`config.mk`:
```
export PLATFORM = sky130hd
export DESIGN_NAME = attribute_list_tokenizer
export DESIGN_NICKNAME = d
export VERILOG_FILES = /design/src/rtl/atok_pkg.sv /design/src/rtl/atok_front.sv /design/src/rtl/atok_queue.sv /design/src/rtl/atok_back.sv /design/src/rtl/attribute_list_tokenizer.sv
export SDC_FILE = /design/constraint.sdc
export NUM_CORES = 1
export LEC_CHECK = 0
export ABC_AREA = 0
export BUFFER_PORTS_ARGS = -buffer_cell sky130_fd_sc_hd__buf_4
export CELL_PAD_IN_SITES_DETAIL_PLACEMENT = 0
export CELL_PAD_IN_SITES_GLOBAL_PLACEMENT = 1
export CORE_MARGIN = 5
export CORE_UTILIZATION = 53
export CTS_BUF_LIST = sky130_fd_sc_hd__clkbuf_16
export CTS_CLUSTER_SIZE = 10
export DETAILED_ROUTE_END_ITERATION = 8
export PLACE_DENSITY = 0.77
export SKIP_LAST_GASP = 1
export SYNTH_ARGS = -nofsm -noshare
export SYNTH_HDL_FRONTEND = slang
export SYNTH_SLANG_ARGS = --single-unit
```
`constraint.sdc`:
```
create_clock -name clk_i -period 12.1 [get_ports clk_i]
set_input_delay 1.815 -clock clk_i [delete_from_list [all_inputs] [get_ports clk_i]]
set_output_delay 1.815 -clock clk_i [all_outputs]
set_load 0.05 [all_outputs]
```
`src/rtl/atok_pkg.sv`:
```
package atok_pkg;

  localparam int unsigned MaxTok = 5;
  localparam int unsigned CntW   = $clog2(MaxTok + 1);

  localparam logic [7:0] ChQuote  = 8'h22;
  localparam logic [7:0] ChBslash = 8'h5C;
  localparam logic [7:0] ChEquals = 8'h3D;
  localparam logic [7:0] ChComma  = 8'h2C;
  localparam logic [7:0] ChUnder  = 8'h5F;

  localparam logic [2:0] KindName    = 3'd0;
  localparam logic [2:0] KindValue   = 3'd1;
  localparam logic [2:0] KindCommit  = 3'd2;
  localparam logic [2:0] KindDiscard = 3'd3;
  localparam logic [2:0] KindEnd     = 3'd4;

  typedef struct packed {
    logic [2:0] kind;
    logic [7:0] data;
  } tok_t;

  // tokens produced by one input byte, entry 0 goes out first
  typedef struct packed {
    logic [CntW-1:0]        cnt;
    tok_t [MaxTok-1:0]      tok;
  } bundle_t;

  function automatic logic is_ws(input logic [7:0] c);
    return (c == 8'd32) || ((c >= 8'd9) && (c <= 8'd13));
  endfunction

  function automatic logic is_alpha(input logic [7:0] c);
    return ((c >= 8'd65) && (c <= 8'd90)) || ((c >= 8'd97) && (c <= 8'd122));
  endfunction

  function automatic logic is_digit(input logic [7:0] c);
    return (c >= 8'd48) && (c <= 8'd57);
  endfunction

  function automatic logic is_name_start(input logic [7:0] c);
    return is_alpha(c) || (c == ChUnder);
  endfunction

  function automatic logic is_name_char(input logic [7:0] c);
    return is_name_start(c) || is_digit(c);
  endfunction

endpackage

```
`src/rtl/atok_front.sv`:
```
module atok_front (
  input  logic              clk_i,
  input  logic              rst_ni,
  input  logic              in_valid_i,
  output logic              in_ready_o,
  input  logic [7:0]        in_char_i,
  input  logic              in_eos_i,
  input  logic              q_full_i,
  output logic              q_push_o,
  output atok_pkg::bundle_t q_data_o
);
  import atok_pkg::*;

  localparam logic [3:0] PhSeek      = 4'd0;
  localparam logic [3:0] PhName      = 4'd1;
  localparam logic [3:0] PhAfterName = 4'd2;
  localparam logic [3:0] PhAfterEq   = 4'd3;
  localparam logic [3:0] PhQuoted    = 4'd4;
  localparam logic [3:0] PhEscape    = 4'd5;
  localparam logic [3:0] PhNumeric   = 4'd6;
  localparam logic [3:0] PhIdent     = 4'd7;
  localparam logic [3:0] PhAfterVal  = 4'd8;

  logic [3:0] phase_q, phase_d;
  logic       halted_q, halted_d;
  logic       accept;
  logic       ok;
  logic       do_after;
  logic       do_seek;
  bundle_t    bnd;
  logic [7:0] c;

  assign c          = in_char_i;
  assign in_ready_o = !q_full_i;
  assign accept     = in_valid_i && in_ready_o;
  assign q_push_o   = accept && (bnd.cnt != '0);
  assign q_data_o   = bnd;

  always_comb begin
    bnd      = '0;
    phase_d  = phase_q;
    halted_d = halted_q;
    ok       = 1'b1;
    do_after = 1'b0;
    do_seek  = 1'b0;

    if (!halted_q) begin
      unique case (phase_q)
        PhName: begin
          if (is_name_char(c)) begin
            bnd.tok[bnd.cnt] = '{kind: KindName, data: c};
            bnd.cnt = bnd.cnt + 1'b1;
          end else if (is_ws(c)) begin
            phase_d = PhAfterName;
          end else if (c == ChEquals) begin
            phase_d = PhAfterEq;
          end else if (c == ChComma) begin
            bnd.tok[bnd.cnt] = '{kind: KindCommit, data: 8'd0};
            bnd.cnt = bnd.cnt + 1'b1;
            phase_d = PhSeek;
          end else begin
            ok = 1'b0;
          end
        end
        PhAfterName: begin
          if (is_ws(c)) begin
            phase_d = PhAfterName;
          end else if (c == ChEquals) begin
            phase_d = PhAfterEq;
          end else if (c == ChComma) begin
            bnd.tok[bnd.cnt] = '{kind: KindCommit, data: 8'd0};
            bnd.cnt = bnd.cnt + 1'b1;
            phase_d = PhSeek;
          end else begin
            ok = 1'b0;
          end
        end
        PhAfterEq: begin
          if (is_ws(c)) begin
            phase_d = PhAfterEq;
          end else if (c == ChQuote) begin
            bnd.tok[bnd.cnt] = '{kind: KindValue, data: c};
            bnd.cnt = bnd.cnt + 1'b1;
            phase_d = PhQuoted;
          end else if (is_digit(c)) begin
            bnd.tok[bnd.cnt] = '{kind: KindValue, data: c};
            bnd.cnt = bnd.cnt + 1'b1;
            phase_d = PhNumeric;
          end else if (is_name_start(c)) begin
            bnd.tok[bnd.cnt] = '{kind: KindValue, data: ChQuote};
            bnd.cnt = bnd.cnt + 1'b1;
            bnd.tok[bnd.cnt] = '{kind: KindValue, data: c};
            bnd.cnt = bnd.cnt + 1'b1;
            phase_d = PhIdent;
          end else begin
            // empty identifier value
            bnd.tok[bnd.cnt] = '{kind: KindValue, data: ChQuote};
            bnd.cnt = bnd.cnt + 1'b1;
            bnd.tok[bnd.cnt] = '{kind: KindValue, data: ChQuote};
            bnd.cnt = bnd.cnt + 1'b1;
            do_after = 1'b1;
          end
        end
        PhQuoted: begin
          if (c == ChBslash) begin
            phase_d = PhEscape;
          end else begin
            bnd.tok[bnd.cnt] = '{kind: KindValue, data: c};
            bnd.cnt = bnd.cnt + 1'b1;
            if (c == ChQuote) begin
              phase_d = PhAfterVal;
            end
          end
        end
        PhEscape: begin
          if ((c == ChQuote) || (c == ChBslash)) begin
            bnd.tok[bnd.cnt] = '{kind: KindValue, data: ChBslash};
            bnd.cnt = bnd.cnt + 1'b1;
            bnd.tok[bnd.cnt] = '{kind: KindValue, data: c};
            bnd.cnt = bnd.cnt + 1'b1;
            phase_d = PhQuoted;
          end else begin
            ok = 1'b0;
          end
        end
        PhNumeric: begin
          if (is_ws(c)) begin
            phase_d = PhAfterVal;
          end else begin
            bnd.tok[bnd.cnt] = '{kind: KindValue, data: c};
            bnd.cnt = bnd.cnt + 1'b1;
          end
        end
        PhIdent: begin
          if (is_name_char(c)) begin
            bnd.tok[bnd.cnt] = '{kind: KindValue, data: c};
            bnd.cnt = bnd.cnt + 1'b1;
          end else begin
            bnd.tok[bnd.cnt] = '{kind: KindValue, data: ChQuote};
            bnd.cnt = bnd.cnt + 1'b1;
            do_after = 1'b1;
          end
        end
        PhAfterVal: begin
          do_after = 1'b1;
        end
        default: begin
          do_seek = 1'b1;
        end
      endcase

      // between attributes, comma optional
      if (do_after) begin
        phase_d = PhAfterVal;
        if (!is_ws(c)) begin
          bnd.tok[bnd.cnt] = '{kind: KindCommit, data: 8'd0};
          bnd.cnt = bnd.cnt + 1'b1;
          if (c == ChComma) begin
            phase_d = PhSeek;
          end else begin
            do_seek = 1'b1;
          end
        end
      end

      if (do_seek) begin
        phase_d = PhSeek;
        if (is_name_start(c)) begin
          bnd.tok[bnd.cnt] = '{kind: KindName, data: c};
          bnd.cnt = bnd.cnt + 1'b1;
          phase_d = PhName;
        end else if (!is_ws(c)) begin
          ok = 1'b0;
        end
      end

      if (!ok) begin
        bnd.tok[bnd.cnt] = '{kind: KindDiscard, data: 8'd0};
        bnd.cnt = bnd.cnt + 1'b1;
        halted_d = 1'b1;
      end
    end

    if (in_eos_i) begin
      if (!halted_d) begin
        case (phase_d)
          PhEscape: begin
            bnd.tok[bnd.cnt] = '{kind: KindDiscard, data: 8'd0};
            bnd.cnt = bnd.cnt + 1'b1;
          end
          PhIdent: begin
            bnd.tok[bnd.cnt] = '{kind: KindValue, data: ChQuote};
            bnd.cnt = bnd.cnt + 1'b1;
            bnd.tok[bnd.cnt] = '{kind: KindCommit, data: 8'd0};
            bnd.cnt = bnd.cnt + 1'b1;
          end
          PhName, PhAfterName, PhAfterEq, PhQuoted, PhNumeric, PhAfterVal: begin
            bnd.tok[bnd.cnt] = '{kind: KindCommit, data: 8'd0};
            bnd.cnt = bnd.cnt + 1'b1;
          end
          default: begin
          end
        endcase
      end
      bnd.tok[bnd.cnt] = '{kind: KindEnd, data: 8'd0};
      bnd.cnt  = bnd.cnt + 1'b1;
      phase_d  = PhSeek;
      halted_d = 1'b0;
    end
  end

  always_ff @(posedge clk_i or negedge rst_ni) begin
    if (!rst_ni) begin
      phase_q  <= PhSeek;
      halted_q <= 1'b0;
    end else if (accept) begin
      phase_q  <= phase_d;
      halted_q <= halted_d;
    end
  end

endmodule

```
`src/rtl/atok_queue.sv`:
```
module atok_queue #(
  parameter int unsigned Depth = 4
) (
  input  logic              clk_i,
  input  logic              rst_ni,
  input  logic              push_i,
  input  atok_pkg::bundle_t data_i,
  output logic              full_o,
  input  logic              pop_i,
  output logic              empty_o,
  output atok_pkg::bundle_t data_o
);
  import atok_pkg::*;

  localparam int unsigned PtrW = (Depth > 1) ? $clog2(Depth) : 1;
  localparam int unsigned CntQW = $clog2(Depth + 1);

  bundle_t              mem_q [Depth];
  logic [PtrW-1:0]      wr_ptr_q, wr_ptr_d;
  logic [PtrW-1:0]      rd_ptr_q, rd_ptr_d;
  logic [CntQW-1:0]     count_q, count_d;
  logic                 do_push;
  logic                 do_pop;

  assign full_o  = (count_q == CntQW'(Depth));
  assign empty_o = (count_q == '0);
  assign do_push = push_i && !full_o;
  assign do_pop  = pop_i && !empty_o;
  assign data_o  = mem_q[rd_ptr_q];

  always_comb begin
    wr_ptr_d = wr_ptr_q;
    rd_ptr_d = rd_ptr_q;
    count_d  = count_q;
    if (do_push) begin
      wr_ptr_d = (wr_ptr_q == PtrW'(Depth - 1)) ? '0 : wr_ptr_q + 1'b1;
    end
    if (do_pop) begin
      rd_ptr_d = (rd_ptr_q == PtrW'(Depth - 1)) ? '0 : rd_ptr_q + 1'b1;
    end
    if (do_push && !do_pop) begin
      count_d = count_q + 1'b1;
    end else if (do_pop && !do_push) begin
      count_d = count_q - 1'b1;
    end
  end

  always_ff @(posedge clk_i or negedge rst_ni) begin
    if (!rst_ni) begin
      wr_ptr_q <= '0;
      rd_ptr_q <= '0;
      count_q  <= '0;
    end else begin
      wr_ptr_q <= wr_ptr_d;
      rd_ptr_q <= rd_ptr_d;
      count_q  <= count_d;
    end
  end

  always_ff @(posedge clk_i) begin
    if (do_push) begin
      mem_q[wr_ptr_q] <= data_i;
    end
  end

endmodule

```
`src/rtl/atok_back.sv`:
```
module atok_back (
  input  logic              clk_i,
  input  logic              rst_ni,
  input  logic              q_empty_i,
  input  atok_pkg::bundle_t q_data_i,
  output logic              q_pop_o,
  output logic              out_valid_o,
  input  logic              out_ready_i,
  output logic [2:0]        out_kind_o,
  output logic [7:0]        out_byte_o,
  output logic              out_last_o
);
  import atok_pkg::*;

  logic [CntW-1:0] idx_q, idx_d;
  logic            valid_q, valid_d;
  tok_t            tok_q, tok_d;
  logic            last_q, last_d;
  logic            load;
  logic            at_end;

  assign load    = (!valid_q || out_ready_i) && !q_empty_i;
  assign at_end  = (idx_q == q_data_i.cnt - 1'b1);
  assign q_pop_o = load && at_end;

  always_comb begin
    idx_d   = idx_q;
    valid_d = valid_q;
    tok_d   = tok_q;
    last_d  = last_q;
    if (out_ready_i) begin
      valid_d = 1'b0;
    end
    if (load) begin
      valid_d = 1'b1;
      tok_d   = q_data_i.tok[idx_q];
      last_d  = at_end;
      idx_d   = at_end ? '0 : idx_q + 1'b1;
    end
  end

  always_ff @(posedge clk_i or negedge rst_ni) begin
    if (!rst_ni) begin
      idx_q   <= '0;
      valid_q <= 1'b0;
    end else begin
      idx_q   <= idx_d;
      valid_q <= valid_d;
    end
  end

  always_ff @(posedge clk_i) begin
    tok_q  <= tok_d;
    last_q <= last_d;
  end

  assign out_valid_o = valid_q;
  assign out_kind_o  = tok_q.kind;
  assign out_byte_o  = tok_q.data;
  assign out_last_o  = last_q;

endmodule

```
`src/rtl/attribute_list_tokenizer.sv`:
```
// Attribute list tokenizer: takes one byte of a name=value list per request on the slave
// side (tlast marks the final byte of a string) and emits a token stream on the master side:
// name bytes, value bytes, attribute commits, a discard-and-stop marker and an end-of-string
// marker, with tlast on the final token caused by each input byte. A byte is taken every
// cycle while the token queue has room; the front end classifies it in that same cycle and
// queues its tokens (one to five) as one entry; a byte with none queues nothing. The back
// end sends one token per cycle while the sink is ready, from a registered output; the
// QUEUE_DEPTH-entry queue absorbs bursts of bytes giving many tokens, which pass the queue
// and then the output register. After an error, bytes give none until the end-marked byte.
module attribute_list_tokenizer #(
  parameter int unsigned QUEUE_DEPTH = 4
) (
  input  logic       clk_i,
  input  logic       rst_ni,
  input  logic       s_axis_tvalid,
  output logic       s_axis_tready,
  input  logic [7:0] s_axis_tdata,   // char_code
  input  logic       s_axis_tlast,   // end_of_string
  output logic       m_axis_tvalid,
  input  logic       m_axis_tready,
  output logic [7:0] m_axis_tdata,   // token_byte
  output logic [2:0] m_axis_tuser,   // token_kind
  output logic       m_axis_tlast    // last_of_run
);
  import atok_pkg::*;

  logic    q_push;
  logic    q_full;
  logic    q_pop;
  logic    q_empty;
  bundle_t q_wdata;
  bundle_t q_rdata;

  atok_front u_front (
    .clk_i      (clk_i),
    .rst_ni     (rst_ni),
    .in_valid_i (s_axis_tvalid),
    .in_ready_o (s_axis_tready),
    .in_char_i  (s_axis_tdata),
    .in_eos_i   (s_axis_tlast),
    .q_full_i   (q_full),
    .q_push_o   (q_push),
    .q_data_o   (q_wdata)
  );

  atok_queue #(
    .Depth (QUEUE_DEPTH)
  ) u_queue (
    .clk_i   (clk_i),
    .rst_ni  (rst_ni),
    .push_i  (q_push),
    .data_i  (q_wdata),
    .full_o  (q_full),
    .pop_i   (q_pop),
    .empty_o (q_empty),
    .data_o  (q_rdata)
  );

  atok_back u_back (
    .clk_i       (clk_i),
    .rst_ni      (rst_ni),
    .q_empty_i   (q_empty),
    .q_data_i    (q_rdata),
    .q_pop_o     (q_pop),
    .out_valid_o (m_axis_tvalid),
    .out_ready_i (m_axis_tready),
    .out_kind_o  (m_axis_tuser),
    .out_byte_o  (m_axis_tdata),
    .out_last_o  (m_axis_tlast)
  );

  // marker tokens carry no byte
  assert property (@(posedge clk_i) disable iff (!rst_ni)
    m_axis_tvalid && (m_axis_tuser != KindName) && (m_axis_tuser != KindValue)
      |-> (m_axis_tdata == 8'd0))
    else $error("marker token with nonzero byte");

  // end of string is always the final token of its byte
  assert property (@(posedge clk_i) disable iff (!rst_ni)
    m_axis_tvalid && (m_axis_tuser == KindEnd) |-> m_axis_tlast)
    else $error("end token not last of run");

  // a full queue must stall the input side
  assert property (@(posedge clk_i) disable iff (!rst_ni)
    q_full |-> !s_axis_tready)
    else $error("input taken while queue full");

endmodule

```
After elaboration in Yosys (flattened, before gate mapping)
Memory sizes are Yosys's and may differ from the RTL's.
Index checks and enable logic that the tools add are counted.

storage, ports and cells
  flip-flop bits (word level) = 28
  memory bits (writable) = 232
  memories = 1

memories
  name           depth  width  rd ports  clocked after memory_dff  wr ports  RTL line          source
  u_queue.mem_q  4      58     1         0                         1         atok_queue.sv:18  bundle_t mem_q [Depth];

cells by class
  $add $sub $neg = 12
  $lt $le $gt $ge = 21
  eq/ne operators = 26
  muxes and demuxes = 111
  bitwise operators = 21
  reduce and logical (&&, ||, !) cells = 35

operator list
  cell                                                                    number
  58-bit 2-to-1 mux                                                       11
  50-bit inverter                                                         4
  11-bit demux with 3-bit select                                          6
  11-bit 2-to-1 mux                                                       16
  58-bit one-hot mux with 3 select lines                                  1
  50-bit bitwise AND                                                      3
  45-bit bitwise AND                                                      2
  45-bit inverter                                                         2
  11-bit one-hot mux with 7 select lines                                  1
  4-bit 2-to-1 mux                                                        18
  55-bit bitwise mux                                                      1
  20-bit by 50-bit bitwise AND with 50-bit output                         1
  40-bit bitwise AND                                                      1
  40-bit inverter                                                         1
  11-bit binary-select mux with 3-bit select                              1
  4-bit by 3-bit equality test with 1-bit output (second input constant)  8
  8-bit by 6-bit equality test with 1-bit output (second input constant)  4
  1-bit 2-to-1 mux                                                        31
  3-bit by 4-bit < comparator with 1-bit output (second input constant)   7
  3-bit 2-to-1 mux                                                        9
  3-bit by 1-bit adder with 3-bit output (second input constant)          8
  4-bit one-hot mux with 6 select lines                                   1
  22-bit 2-to-1 mux                                                       1
  11-bit one-hot mux with 2 select lines                                  1
  36 further kinds                                                        87

Logic depth before layout (Yosys ltp)
Gate-level depths: netlist of the first run.

  word-level depth = 57
  gate-level depth with buffers = 35

Cells and area by module
Synthesis of the first run repeated with hierarchy kept, for this count alone.

second synthesis, totals
  cell total of the unflattened synthesis = 897
  area, all modules = 13,015.0 µm²

by module, submodules not included
  module      instances  cells an instance  area an instance (µm²)  seq. area each (µm²)
  atok_queue  1          341                8,797.2                 7,141.8
  atok_front  1          466                3,143.0                 125.1
  atok_back   1          90                 1,074.8                 460.4

Least setup slack after synthesis of the first run
Ideal clock, no wire load.

  path type = input-to-reg
  start point = input port s_axis_tdata[4]
  end point = memory u_queue.mem_q[0][0] (netlist bit), enable pin
  setup time = 561 ps
  arrival = 11,100 ps
  path slack = 439 ps
  cell stages on the path = 27
  path buffers = 1
  cell sequence = or4b_4 a2111oi_4 a2bb2oi_2 and4bb_1 buf_4 ha_1 nor2_1 nor2_1 ha_1 nand2_1 o21a_1 inv_1 ha_1 nor2_1 a211o_1 inv_1 ha_1 o21ai_0 nor4_1 o21ai_2 inv_2 ha_1 nand2_1 a21boi_0 inv_1 o21ai_1 a211oi_1

RTL lines
  element      RTL line                        source
  from (decl)  attribute_list_tokenizer.sv:17  input logic [7:0] s_axis_tdata,
  to (decl)    atok_queue.sv:18

==> results of run 1 <==
[cells in the final DEF (no fill, tap or decap), drive strengths merged, types with 7 or more instances in the layout]
| master | count |
|---|---|
| or2 | 7 |
| o21ai | 41 |
| clkbuf | 31 |
| ha | 17 |
| nor3b | 8 |
| and2 | 10 |
| nor2 | 70 |
| xnor2 | 9 |
| a21o | 8 |
| mux2i | 24 |
| conb | 64 |
| a31oi | 13 |
| buf | 40 |
| o211ai | 10 |
| nor4 | 15 |
| or3 | 9 |
| mux4 | 59 |
| inv | 46 |
| dfrtp | 16 |
| a21oi | 49 |
| nand4 | 9 |
| nand3 | 18 |
| nand2 | 58 |
| edfxtp | 244 |
| o31ai | 8 |
| a211oi | 13 |
| nor3 | 30 |
[kinds of logic after synthesis]
group	synth area share, %
adder cells (fa/ha/maj)	1.789
multiplexers	12.52
flip-flops	59.39
AND/OR/NAND/NOR	10.69
AO/OA/AOI/OAI	12.24
buffers and inverters	2.462
other	0.02882
XOR/XNOR	0.8751
[per-stage QoR]
stage	total power (W)	setup slack (ns)	util, %	instance area (sq um)	std cells
6_report	0.004154	2.779	60.53	14680	1371
5_1_grt	0.004426	2.084	60.53	14680	1371
4_1_cts	0.004187	2.809	60.53	14680	1371
3_5_place_dp	0.003390	2.241	56.96	13810	1323
3_3_place_gp	0.003371	2.573	56.96	13810	1323
2_1_floorplan	0.002880	0.4394	-	13250	1008
[synth_stat cells, drive strengths merged (17+ instances only)]
| cell type | number |
|---|---|
| o21ai | 41 |
| edfxtp | 244 |
| nor3 | 30 |
| nand3 | 18 |
| clkbuf | 33 |
| a21oi | 49 |
| nor2 | 70 |
| nand2 | 58 |
| ha | 17 |
| mux2i | 24 |
| inv | 32 |
| mux4 | 59 |
[state kept, by name (all words and copies together), names as in the netlist]
signal,flops
u_back.idx_q,3
u_front.halted_q,1
u_back.out_valid_o,1
u_queue.rd_ptr_q,2
u_back.out_kind_o,3
u_back.out_last_o,1
u_back.out_byte_o,8
u_queue.mem_q,232
u_queue.count_q,3
u_queue.wr_ptr_q,2
u_front.phase_q,4
[critical path: cells and delay by family]
kind | cells | cell delay [ns]
mux | 1 | 0.26
fa+ha+maj | 7 | 2.18
simple gates | 8 | 1.78
compound gates | 9 | 2.80
buf+inv | 6 | 0.89
[report_power, final]
group	switching (W)	internal, W
Clock	0.000325	0.000457
Combinational	0.00123	0.000700
Sequential	0.000125	0.00132
[worst max-delay path by stage]
| stage | startpoint | depth (start not counted) | end |
|---|---|---|---|
| floorplan | s_axis_tdata[4] | 27 | u_queue.mem_q[0][0]$_DFFE_PP_ |
| global placement | s_axis_tdata[4] | 31 | u_queue.count_q[1]$_DFFE_PN0P_ |
| detailed placement | s_axis_tdata[4] | 31 | u_queue.count_q[1]$_DFFE_PN0P_ |
| CTS | s_axis_tdata[4] | 31 | u_queue.count_q[1]$_DFFE_PN0P_ |
| global route | s_axis_tdata[4] | 31 | u_queue.count_q[1]$_DFFE_PN0P_ |
| finish | s_axis_tdata[4] | 31 | u_queue.count_q[1]$_DFFE_PN0P_ |
[layer usage]
metal  GRT usage, %  vias to the layer above  share of wire, %
met4          4.376                        0               1.4
met2          36.32                      275                50
li1               -                     3884                 -
met3          2.844                       39               5.1
met1          32.18                     4248                44
met5              0                        -                 0
[area by class of cell]
class                      count  area, sq um
fill                        1897         9572
sequential                   260         7732
multi-input combinational    666         5250
clock buffer                  31        775.7
tap                          324        405.4
timing repair buffer          40        300.3
inverter                      33        123.9
clock inverter                17        88.84
==> metrics list, run 1 <==
- Post-CTS repair changed the size of 0 cells.
- In this design, the stage delay of the slowest critical-path cell is 0.81 ns.
* Average vias per placed instance: 6.160
- Max-slew violation count: 0
- Largest buffer count on any clock path: 3
- The worst register-to-register path begins at u_front.phase_q[0]$_DFFE_PN0P_.
* Clock root buffer: clkbuf_16
- For this design the top-level I/O count stands at 27.
- Antenna diode count: 0
* Clock tree from TritonCTS: done
* Number of warnings issued by yosys: 0
- GRT Overall Usage: 22.05%
- Buffers placed on the I/O ports in this run total 26.
- Clock latency on the worst-skew pair, taken at its later pin, is 0.55 ns.
* Share of async-settable or async-resettable flops after synthesis: 6.154%
- HPWL Detailed: 20.27 mm
* Horizontal die dimension: 166.7 um
- Static power due to leakage: 5.122 nW
- The worst hold path terminates at u_queue.count_q[2]$_DFFE_PN0P_.
- In this run the most critical hold path is launched from u_queue.count_q[2]$_DFFE_PN0P_.
* Vias: 8446
* # Max-Cap Violations: 0
- The via count of the first global-routing pass is 8435.
* Maximum level of the CTS H-tree: 1
* Total of endpoints with negative setup slack in the final report: 0
* Slew of the pin with the lowest slew margin: 1.162 ns
- Hold timing on the final database bottoms out at a slack of 0.4995 ns.
- The floorplan step defined a die boundary enclosing 27780 sq um.
- The first routing iteration left 709 violations.
* Data required time of the worst path: 12.53 ns
- Number of antenna violations at the first check in global routing: 0
- Largest net degree at the start of global routing: 59
- Area share of the largest cell type after synthesis: 56.31%
- Initial DRT Pass Iterations: 5
- Derived from the worst setup path, the maximum achievable clock frequency is 107.3 MHz.
- Final period utilization: 77.03%
- For this run, design rule violations remaining after detail routing come to 0.
* Worst Path Arrival: 9.76 ns
- Post-detailed-route count of antenna-violating nets: 0
* Die span in y: 166.7 um
- Among all stages on the critical path, the largest delay is contributed by o21ai_1.
* Post-Route Skew: 0.01964 ns
- WS Path Type: in -> reg
- Tightest slew margin relative to the limit: 21.79%
- First-pass GRT wire length: 48.85 mm
- The endpoint identified for the worst register-to-register timing path is u_queue.count_q[1]$_DFFE_PN0P_.
* Number of buffers inserted during clock tree synthesis: 31
- After floorplanning, the core was divided into 57 placement rows.
* Unrepaired setup endpoints after global routing: false
- Counting instances, the worst hold path has a depth of 1.
- Distinct cell type count of the synthesized netlist: 95
* Sort of element at the start of the critical path: input port
- Min-delay worst type: reg -> reg
* Final global-route overflow total: 0
- In the final routed layout, each cell accounts on average for 22.44 um.
* Most frequent cell on the critical path: ha_1
- Setup fix buffers added after clock tree synthesis: 0
- The run finished with clean final reports.
* Peak supply drop: 0.1767 mV
- By area the synthesized netlist is led by edfxtp_1 (56%), mux4_2 (10%), dfrtp_1 (3.1%).
- Post-synthesis instance total: 945
- Reg2Reg Depth: 30
* Starting utilization of the core area: 53.66%
* Final critical path time including I/O delays and setup: 9.321 ns
- The synthesized design contains 244 enable-type register cells.
- Area inside the core boundary: 24250 sq um
- Synthesis inferred 260 register bits.
- Cell Pwr Density: 283.1 nW/um^2
- After clock tree synthesis, the clock-pin slew on the worst setup and hold paths is 0.05 ns.
- Top fanout value on the critical path: 16
* Cell area after technology mapping: 13010 sq um
* Hold Violations, Final: 0
* Setup tns final: 0 ns
- R2R setup slack: 3.73 ns
- TritonCTS sink count: 260
* Synth area leader: edfxtp_1
* Proportion of layout cells with a drive suffix above 1: 17.57%
- Final wirelength: 30.76 mm
* Critical path capture point type: flip-flop
- Compared with the post-synthesis result, the final layout area differs by 12.80%.
- A synthesized cell averages 13.77 sq um.
- Sequential share of the synthesized area: 59.39%
- Routability-driven placement finished with a final weighted congestion of 0.8710.
- In this run, post-CTS hold repair placed 0 buffers.
* Net count reported at finish: 1063
- Primary flip-flop cell chosen by synthesis mapping: edfxtp_1
(Power assumes the default switching activity.)
==> run 2: changes to the inputs <==
==> constraint.sdc (replaced) <==
create_clock -name clk_i -period 9.8 [get_ports clk_i]
set_input_delay 1.47 -clock clk_i [delete_from_list [all_inputs] [get_ports clk_i]]
set_output_delay 1.47 -clock clk_i [all_outputs]
set_load 0.05 [all_outputs]
==> run 2 against run 1 <==
Compared with the run above: register-to-register slack got worse by 1.9 ns; die area unchanged; non-clock buffer count is 6 higher; highest routed layer unchanged.
==> metrics list, run 2 (synthesis results as in run 1) <==
* Result of the run: completed
- Setup fix buffers added after clock tree synthesis: 0
- Largest net degree at the start of global routing: 61
- Peak supply drop: 0.2188 mV
- Leaving out fill and tap cells, the most frequent cell in the layout is edfxtp_1.
- Top fanout value on the critical path: 16
- Antenna diode count: 0
* Cell Pwr Density: 348.8 nW/um^2
- For this run, the top clock speed supported by timing is 116.3 MHz.
- Final wirelength: 30.14 mm
* GRT Overall Usage: 21.66%
- The pre-antenna-repair detailed-routing pass consisted of 5 iterations.
* Critical path capture point type: flip-flop
- Counting the buffers created by CTS gives 30.
- Tightest slew margin relative to the limit: 25.39%
- Die outline area: 27780 sq um
* Total of hold buffers inserted after clock tree synthesis: 0
- At the worst endpoint, the arrival time is 9.03 ns.
- Measured along the x axis, the die boundary spans 166.7 um.
- Setup crit end: u_queue.count_q[1]$_DFFE_PN0P_
* Reg2Reg Capture Point: u_queue.count_q[1]$_DFFE_PN0P_
- Summed over all layers, the global routing overflow is 0.
* Hold slack final: 0.5084 ns
- The detail route stage leaves a number of antenna-violating nets equal to 0.
- Largest buffer count on any clock path: 3
- Register Area: 7732 sq um
- Data required time of the worst path: 10.23 ns
- Setup repair after global routing left no endpoint under its margin.
* Most frequent cell on the critical path: ha_1
* Post-Route Skew: 0.009529 ns
- More flip-flops sit in one register than any other, and that register is u_queue.mem_q.
- Max FFs per register: 232
- For the finished layout, the period the worst path requires is 8.597 ns.
- Starting utilization of the core area: 53.66%
- Iteration-0 DRC Markers: 796
- From bottom edge to top edge, the die measures 166.7 um.
* GPL Wtd Cong: 0.9108
- Total of endpoints with negative setup slack in the final report: 0
* Largest stage delay on the critical path: 0.56 ns
- The worst register-to-register path has a depth of 31.
* Average wire length per cell after detail routing: 21.76 um
- Static power due to leakage: 5.223 nW
- Worst setup path startpoint: s_axis_tdata[4]
- Hold Violations, Final: 0
- Maximum level of the CTS H-tree: 1
* Standard cell area after detailed placement: 13920 sq um
- Sort of element at the start of the critical path: input port
* Clock tree from TritonCTS: done
- Residual DRC: 0
* Number of placement rows: 57
- Vias in the first global route: 8393
* Average vias per placed instance: 6.034
* Clock latency on the worst-skew pair: 0.55 ns
* Final period utilization: 87.72%
- The first global-routing pass estimated 47.91 mm of wire.
- Area added between synthesis and finish: 13.93%
- Origin of the critical flop-to-flop path: u_front.phase_q[0]$_DFFE_PN0P_
- Top cell family by delay on the critical path: adder cells
- R2R setup slack: 1.81 ns
- Port buffering added 26 buffers.
- Post_cts resized: 0
- Register clock-pin slew on the reported worst setup and hold paths: 0.05 ns
- Slew of the pin with the lowest slew margin: 1.117 ns
- Max-slew violation count: 0
- The layout has 1898 filler cells.
- Net count reported at finish: 1068
- The detailed router placed 8357 vias in this run.
* TritonCTS sink count: 260
* Design area: 14820 sq um
- Counting both buffers and inverters, the worst setup path holds a total of 7.
- The tool flagged a number of max-cap violations equal to 0.
* Clock root buffer: clkbuf_16
- The floorplan step defined a core boundary enclosing 24250 sq um.
* Area of the multi-input gates: 5250 sq um
* Number of antenna violations at the first check in global routing: 0
* Slowest library cell on the worst path: or4b_4
- In the final layout, the share of cells above drive strength 1 is 17.81%.
* I/O Pins: 27
* Min-delay worst type: reg -> reg
* Crit path depth: 32
* WS Path Type: in -> reg
- Commonest cells after routing, fill and taps aside: edfxtp_1 (244), nor2_1 (70), conb_1 (64)
* HPWL Detailed: 20.09 mm
-- run 2: stage by stage --
| stage | cells | worst slack (ns) | utilization, % | total power, W | setup TNS (ns) |
|---|---|---|---|---|---|
| floorplan | 1008 | -1.516 | - | 0.003556 | -351.61 |
| global placement | 1329 | 1.069 | 57.40 | 0.004187 | 0 |
| detailed placement | 1329 | 0.7642 | 57.40 | 0.004213 | 0 |
| CTS | 1385 | 1.306 | 61.14 | 0.005213 | 0 |
| global route | 1385 | 0.5488 | 61.14 | 0.005511 | 0 |
| finish | 1385 | 1.203 | 61.14 | 0.005170 | 0 |
-- run 2: area by class of cell --
cell class | instances | share of cell area, %
timing repair buffer | 46 | 2.752
sequential | 260 | 52.16
clock inverter | 26 | 1.038
inverter | 33 | 0.8356
tap | 324 | 2.735
multi-input combinational | 666 | 35.42
clock buffer | 30 | 5.064
-- run 2: layer usage --
layer / part of all wire, % / vias to the layer above / track usage (%)
li1: - / 3892 / -
met2: 49 / 260 / 35.97
met5: 0 / - / 0
met3: 5.2 / 40 / 2.607
met1: 44 / 4165 / 31.38
met4: 1.7 / 0 / 4.518
-- run 2: how the worst min path moves through the flow --
stage | slack, ns | from | end | cells past startpoint
2_1_floorplan | 0.46 | u_queue.count_q[2]$_DFFE_PN0P_ | u_queue.count_q[2]$_DFFE_PN0P_ | 1
3_3_place_gp | 0.49 | u_queue.count_q[2]$_DFFE_PN0P_ | u_queue.count_q[2]$_DFFE_PN0P_ | 1
3_5_place_dp | 0.50 | u_back.out_valid_o$_DFFE_PN0P_ | u_back.out_valid_o$_DFFE_PN0P_ | 2
4_1_cts | 0.51 | u_back.out_valid_o$_DFFE_PN0P_ | u_back.out_valid_o$_DFFE_PN0P_ | 2
5_1_grt | 0.54 | u_queue.count_q[2]$_DFFE_PN0P_ | u_queue.count_q[2]$_DFFE_PN0P_ | 1
6_report | 0.51 | u_queue.count_q[2]$_DFFE_PN0P_ | u_queue.count_q[2]$_DFFE_PN0P_ | 1
-- run 2: worst reg2reg max path, delay by kind of cell, from the launching register on --
kind | cells | cell delay (ns)
fa+ha+maj | 7 | 2.22
compound gates | 8 | 1.98
simple gates | 9 | 1.66
buf+inv | 6 | 0.97
flops | 1 | 0.77
mux | 1 | 0.26
-- run 2: where the power goes --
group | leakage [nW] | total, W | switching [W] | internal, W
sequential | 2.47 | 0.00177 | 0.000147 | 0.00162
clock | 0.518 | 0.000988 | 0.000411 | 0.000577
combinational | 2.23 | 0.00241 | 0.00152 | 0.000893
